==> src/hw/rtl/gmtd_pkg.sv <==
// Shared types and constants for the grid mass transport and deposition block.
// No dependencies.
package gmtd_pkg;
    localparam int GRID_CELLS_DEF = 4096;
    localparam int ROW_W_BITS     = 13;
    localparam int IDX_BITS       = 12;
    localparam int MASS_BITS      = 32;
    localparam int FRAC_BITS      = 17;

    localparam logic [1:0] ACT_LOAD    = 2'd0;
    localparam logic [1:0] ACT_PROCESS = 2'd1;
    localparam logic [1:0] ACT_READ    = 2'd2;

    typedef struct packed {
        logic [FRAC_BITS-1:0] top;
        logic [FRAC_BITS-1:0] left;
        logic [FRAC_BITS-1:0] right;
        logic [FRAC_BITS-1:0] bottom;
    } t_fracs;
endpackage

==> src/hw/rtl/gmtd_colsplit.sv <==
// Iterative column finder: index modulo row width by repeated subtraction of
// a shifted divisor, one bit per cycle. Depends on gmtd_pkg.
module gmtd_colsplit
    import gmtd_pkg::*;
#(
    parameter int IW = IDX_BITS
) (
    input  logic                  i_clk,
    input  logic                  i_rst_n,
    input  logic                  i_start,
    input  logic [IW-1:0]         i_index,
    input  logic [ROW_W_BITS-1:0] i_width,
    output logic                  o_done,
    output logic [IW-1:0]         o_col
);
    localparam int CW = $clog2(IW + 1);
    logic [IW:0]          r_rem, n_rem;
    logic [IW+ROW_W_BITS:0] r_div, n_div;
    logic [CW-1:0]        r_cnt, n_cnt;
    logic                 r_busy, n_busy, r_done, n_done;

    always_comb begin
        n_rem  = r_rem;
        n_div  = r_div;
        n_cnt  = r_cnt;
        n_busy = r_busy;
        n_done = 1'b0;
        if (i_start) begin
            n_rem  = {1'b0, i_index};
            n_div  = {{(IW+1){1'b0}}, i_width} << IW;
            n_cnt  = CW'(IW);
            n_busy = 1'b1;
        end else if (r_busy) begin
            if ({{ROW_W_BITS{1'b0}}, r_rem} >= r_div)
                n_rem = r_rem - r_div[IW:0];
            n_div = r_div >> 1;
            if (r_cnt == '0) begin
                n_busy = 1'b0;
                n_done = 1'b1;
            end else begin
                n_cnt = r_cnt - 1'b1;
            end
        end
    end

    always_ff @(posedge i_clk) begin
        if (!i_rst_n) begin
            r_busy <= 1'b0;
            r_done <= 1'b0;
        end else begin
            r_busy <= n_busy;
            r_done <= n_done;
        end
        r_rem <= n_rem;
        r_div <= n_div;
        r_cnt <= n_cnt;
    end

    assign o_done = r_done;
    assign o_col  = r_rem[IW-1:0];
endmodule

==> config.mk <==
export PLATFORM = sky130hd
export DESIGN_NAME = gmtd_colsplit
export DESIGN_NICKNAME = d
export VERILOG_FILES = /design/src/hw/rtl/gmtd_pkg.sv /design/src/hw/rtl/gmtd_colsplit.sv
export SDC_FILE = /design/constraint.sdc
export NUM_CORES = 1
export LEC_CHECK = 0
export BUFFER_PORTS_ARGS = -buffer_cell sky130_fd_sc_hd__buf_2
export CAP_MARGIN = 20
export CORE_UTILIZATION = 50
export CTS_BUF_LIST = sky130_fd_sc_hd__clkbuf_8
export DETAILED_ROUTE_END_ITERATION = 12
export GPL_ROUTABILITY_DRIVEN = 0
export PLACE_DENSITY = 0.81
export SLEW_MARGIN = 30
export SYNTH_ARGS = -nofsm -noshare
export SYNTH_HDL_FRONTEND = slang
export SYNTH_SLANG_ARGS = --single-unit
==> constraint.sdc <==
create_clock -name i_clk -period 3.3 [get_ports i_clk]
set_input_delay 0.495 -clock i_clk [delete_from_list [all_inputs] [get_ports i_clk]]
set_output_delay 0.495 -clock i_clk [all_outputs]
set_load 0.05 [all_outputs]
== After elaboration in Yosys (flattened, before gate mapping) ==
Cells that the tools add are included.

* Register bits after elaboration: 44
* Input bits: 28
* Output and inout port bits: 13
* Logic and storage cells: 29

* $add $sub $neg: 2
* Magnitude comparators: 1
* Muxes and demuxes: 9
* Bitwise gates (word level): 3
* Reductions and logical operators: 7

{| class="wikitable"
|+ Operator list
! cell !! count
|-
| 25-bit two-way mux || 2
|-
| 12-bit two-way mux || 3
|-
| 13-bit by 25-bit greater-or-equal comparator with 1-bit output || 1
|-
| 13-bit subtractor || 1
|-
| 2-bit AND reduction || 3
|-
| 4-bit zero test || 1
|-
| 1-bit two-way mux || 4
|-
| 2-bit nonzero test || 2
|-
| 4-bit by 1-bit subtractor with 4-bit output (second input constant) || 1
|-
| 1-bit inverter || 3
|-
| 3-bit OR reduction || 1
|}

== Longest topological paths before layout ==
* Depth in word-level cells: 4
* Mapped depth: 9
* Depth with buffers taken out: 9

== Least setup slack after synthesis ==
Ideal clock, no wire load.

* Kind: register to register
* From: reg r_rem[6]
* To: reg r_rem[0] (enable)
* Setup time: 0.330 ns
* Arrival: 1.919 ns
* Required time: 2.970 ns
* Slack: 1.052 ns
* Cell stages (with the launch flop): 8
* Buffers on the path: 0
* Clock period less this slack: 2.248 ns
* Cells stage by stage: edfxtp_1 ha_1 nand4_1 nor3_1 a2111oi_0 a2bb2oi_1 o21a_1 nand2_1

* Word-level cells in the longest chain between the ends: 3

{| class="wikitable"
|+ Ends and longest elaborated chain
! element !! line !! RTL
|-
| start: declaration || gmtd_colsplit.sv:17 || <nowiki>logic [IW:0] r_rem, n_rem;</nowiki>
|-
| start signal: assignment || gmtd_colsplit.sv:54 || <nowiki>r_rem <= n_rem;</nowiki>
|-
| 13-bit by 25-bit greater-or-equal comparator with 1-bit output || gmtd_colsplit.sv:34 || <nowiki>if ({{ROW_W_BITS{1'b0}}, r_rem} >= r_div)</nowiki>
|-
| 2-bit nonzero test (no line) || -- ||
|-
| 2-bit AND reduction (no line) || -- ||
|}

No other way between the ends.
A chain may end at the register's enable or synchronous reset.

== Worst setup path after layout ==
* From: reg r_rem[6]
* To: reg r_rem[7] (enable)

Same word-level chain as after synthesis.

==> implementation parameters <==
Parameter                              Value

Outcome
  Status    completed

Setup path
  Arr. time, crit path    ~2.6 ns
  Endpoint class of the critical path    register
  Classification of the worst setup path    register to register
  Critical Path Start Type    register
  Cell depth of the worst flop-to-flop path    7
  Biggest cell delay along the critical path    0.42 ns
  Data required time of the worst path    roughly 3.2 ns
  CP Cell Sequence    ha_1 > nand4_1 > nor3_1 > a2111oi_0 > a2bb2oi_1 > o21a_1 > nand2_1
  CP max-delay cell    sky130_fd_sc_hd__edfxtp_1
  Family with the most delay on the worst path    compound AO/OA/AOI/OAI gates
  Combined buffer and inverter count along the critical path    0
  Crit path max fanout    12
  Number of cells on the critical path    7

Synth
  Arithmetic-cell share of the synthesized area counting full adders, half adders and majority gates    roughly 8%
  Parity-gate share of the synthesized area counting xor and xnor cells    under 10%
  Net count after synthesis    297
  Cell with the most instances after synthesis    sky130_fd_sc_hd__edfxtp_1
  Post-synthesis simple-gate area fraction    between 10% and 20%
  Count of warnings emitted by yosys    0
  Fraction of post-synthesis cell area in the top cell type by area    roughly 30%
  EDFF count, synth    25
  Cell type with the largest total area after synthesis    sky130_fd_sc_hd__edfxtp_1
  Top flip-flop cell by instance count after synthesis    sky130_fd_sc_hd__edfxtp_1
  Async S/R FF share, synth    0%
  Area of the mapped netlist    roughly 2500 um2
  Complex-gate fraction of the synthesized area    16.5%
  Mean Syn Cell Area    between 9 and 10 um2
  Mux contribution to synthesized area    under 10%
  Leading post-synthesis cells by cell area    sky130_fd_sc_hd__edfxtp_1, sky130_fd_sc_hd__dfxtp_1, sky130_fd_sc_hd__ha_1
  Count of state elements after synthesis    between 40 and 50
  Number of distinct library cells after synthesis    47
  Instance count of the mapped netlist    around 250
  Cell types with the highest counts after synthesis    sky130_fd_sc_hd__edfxtp_1, sky130_fd_sc_hd__inv_1, sky130_fd_sc_hd__nor2_1
  Combinational family with the most area after synthesis    compound AO/OA/AOI/OAI gates
  Sequential cell area fraction in the yosys report    a little under half

Die
  Ports placed on the boundary    41
  Overall die area    about 5300 um2
  Die extent in x    72.8 um
  Y dimension of the die    roughly 73 um
  Initial cell density of the core    between 50 and 60%
  Core Area    roughly 4800 um2
  Rows    25

CTS
  Maximum count of clock buffers along a single path    2
  Post-CTS setup repair buffer count    0
  Post-CTS clock slew at the launch and capture registers of the worst setup and hold paths    0.09 ns
  CTS Buf Count    5
  Total of hold buffers inserted after clock tree synthesis    0
  Clock tree from TritonCTS    yes
  H-tree Lvls    2
  Clock latency on the worst-skew pair    approximately 0.30 ns
  Clk Tree Root Cell    sky130_fd_sc_hd__clkbuf_8
  TritonCTS Sinks    between 40 and 50
  Post-CTS sizing    0

Timing
  Unrepaired setup endpoints after global routing    no
  Fin crit share    slightly above 80%
  Fin Hold WS    around 0.42 ns
  Finish-stage setup viols    0
  Fin crit period    approximately 2.7 ns
  Slew Limit Headroom    between 40% and 50%
  Final Max Tran Viols    0
  Tightest Pin Transition    0.757 ns
  Final setup TNS    0 ns
  Setup skew after layout    0.00977 ns
  Maximum operating frequency    ~370 MHz
  Final Hold Fails    0

Drt
  1st-pass router iterations    4
  Drt total wl    between 4 and 5 mm
  Drt via density    around 5.4
  Detail-routed net length per standard cell    13.6 um
  Via count    between 1,500 and 2,000
  Antenna viol nets, final    0
  Number of design rule violations left after detail routing    0
  DRT iter0 DRCs    approximately 120

Min path
  Min-Delay Path Class    primary input to register
  Worst hold path stage count    3

Placed design
  Area of placed instances    2670 um2
  Port bufs    40
  HPWL after detailed placement    around 3.5 mm

Pwr
  Highest ir drop seen on vdd    ~0.00026 V
  Static power due to leakage    approximately 1.1 nW
  Power per standard cell area    between 400 and 500 nW/um2

Global route
  Global router's overall resource usage    between 10% and 20%
  Number of global-route vias before repair    1,655
  First-pass GRT wire length    roughly 8 mm
  Total congestion overflow    0
  Maximum number of pins on one net before global-route repair    36
  Number of antenna violations at the first check in global routing    0

Cells and area
  Area delta synth->final    11.3%
  Final Core Density    around three fifths
  Fraction of layout cells with a size suffix above 1    19.9%
  Final nets    approximately 320
  Summed area of non-filler cells in the final layout    approximately 2800 um2
  Final antenna diode count    0

Job
  Max-Cap Viols    0
## final timing paths
path	from	endpoint	slack [ns]
hold reg to reg	r_div[0]	r_div[0]	0.51
setup reg to reg	r_rem[6]	r_rem[7]	0.63
setup / recovery	r_rem[6]	r_rem[7]	0.63
hold / removal	i_rst_n	r_busy	0.42
## kinds of logic (layout without fill, tap and decap cells)
logic type,count (synthesis),count (layout)
AOI/OAI and AO/OA,59,59
xor gates and xnor gates,10,10
adders and majority gates,15,15
DFF,44,44
and+or+nand+nor,68,68
buffers and inverters,46,74
muxes,12,12
## registers in the layout (all words and copies together) (netlist names)
signal,cells
r_busy,1
r_cnt,4
r_rem,13
r_div,25
o_done,1
## metal layers
metal,vias to the layer above,global-route usage (%),part of all wire (%)
met5,-,0,0
met3,6,4.14,4.5
met2,57,31.2,46
li1,950,-,-
met1,877,26.4,48
met4,0,6.54,1.2
## cell type report
class / count / area [um2]
fill: 426 / 2000
multi-input combinational: 164 / 1150
sequential: 44 / 1130
timing repair buffer: 42 / 215
inverter: 24 / 90.1
tap: 67 / 83.8
clock buffer: 5 / 68.8
clock inverter: 3 / 47.5
## worst register-to-register path, cell delays in order, from the launching register on
cell	delay, ns
sky130_fd_sc_hd__edfxtp_1	0.42
sky130_fd_sc_hd__ha_1	0.40
sky130_fd_sc_hd__nand4_1	0.17
sky130_fd_sc_hd__nor3_1	0.08
sky130_fd_sc_hd__a2111oi_0	0.37
sky130_fd_sc_hd__a2bb2oi_1	0.29
sky130_fd_sc_hd__o21a_1	0.19
sky130_fd_sc_hd__nand2_1	0.37
## power by group
group          internal, mW  leakage (nW)  total [mW]  switching, mW
sequential            0.626         0.410       0.649         0.0231
clock                 0.228        0.0583       0.423          0.195
combinational         0.114         0.671       0.305          0.191
## stage by stage
stage / instances / setup slack, ns / power (mW)
final: 349 / 0.632 / 1.38
after global routing: 349 / 0.453 / 1.45
after CTS: 349 / 0.626 / 1.39
after detailed placement: 341 / 0.633 / 0.966
after global placement: 341 / 0.783 / 0.958
after floorplan: 254 / 1.05 / 0.912
## layout by cell type (no fill, tap or decap), drive strengths merged, types with 2 or more instances in the layout
cell / synthesis / layout
edfxtp: 25 / 25
clkinv: 0 / 2
nor4b: 2 / 2
nand4: 4 / 4
nor4: 2 / 2
a22o: 11 / 11
nand3: 3 / 3
dfxtp: 19 / 19
o21bai: 2 / 2
mux2i: 12 / 12
o21a: 2 / 2
o21ai: 15 / 15
a21oi: 13 / 13
inv: 24 / 24
a211oi: 3 / 3
a21o: 3 / 3
nand2: 20 / 20
nand2b: 3 / 3
ha: 14 / 14
buf: 15 / 42
nor3b: 2 / 2
nor2: 21 / 21
xor2: 4 / 4
xnor2: 6 / 6
o2111ai: 2 / 2
nor3: 5 / 5
clkbuf: 7 / 5
Note: power is estimated with default switching activity, not from simulation.
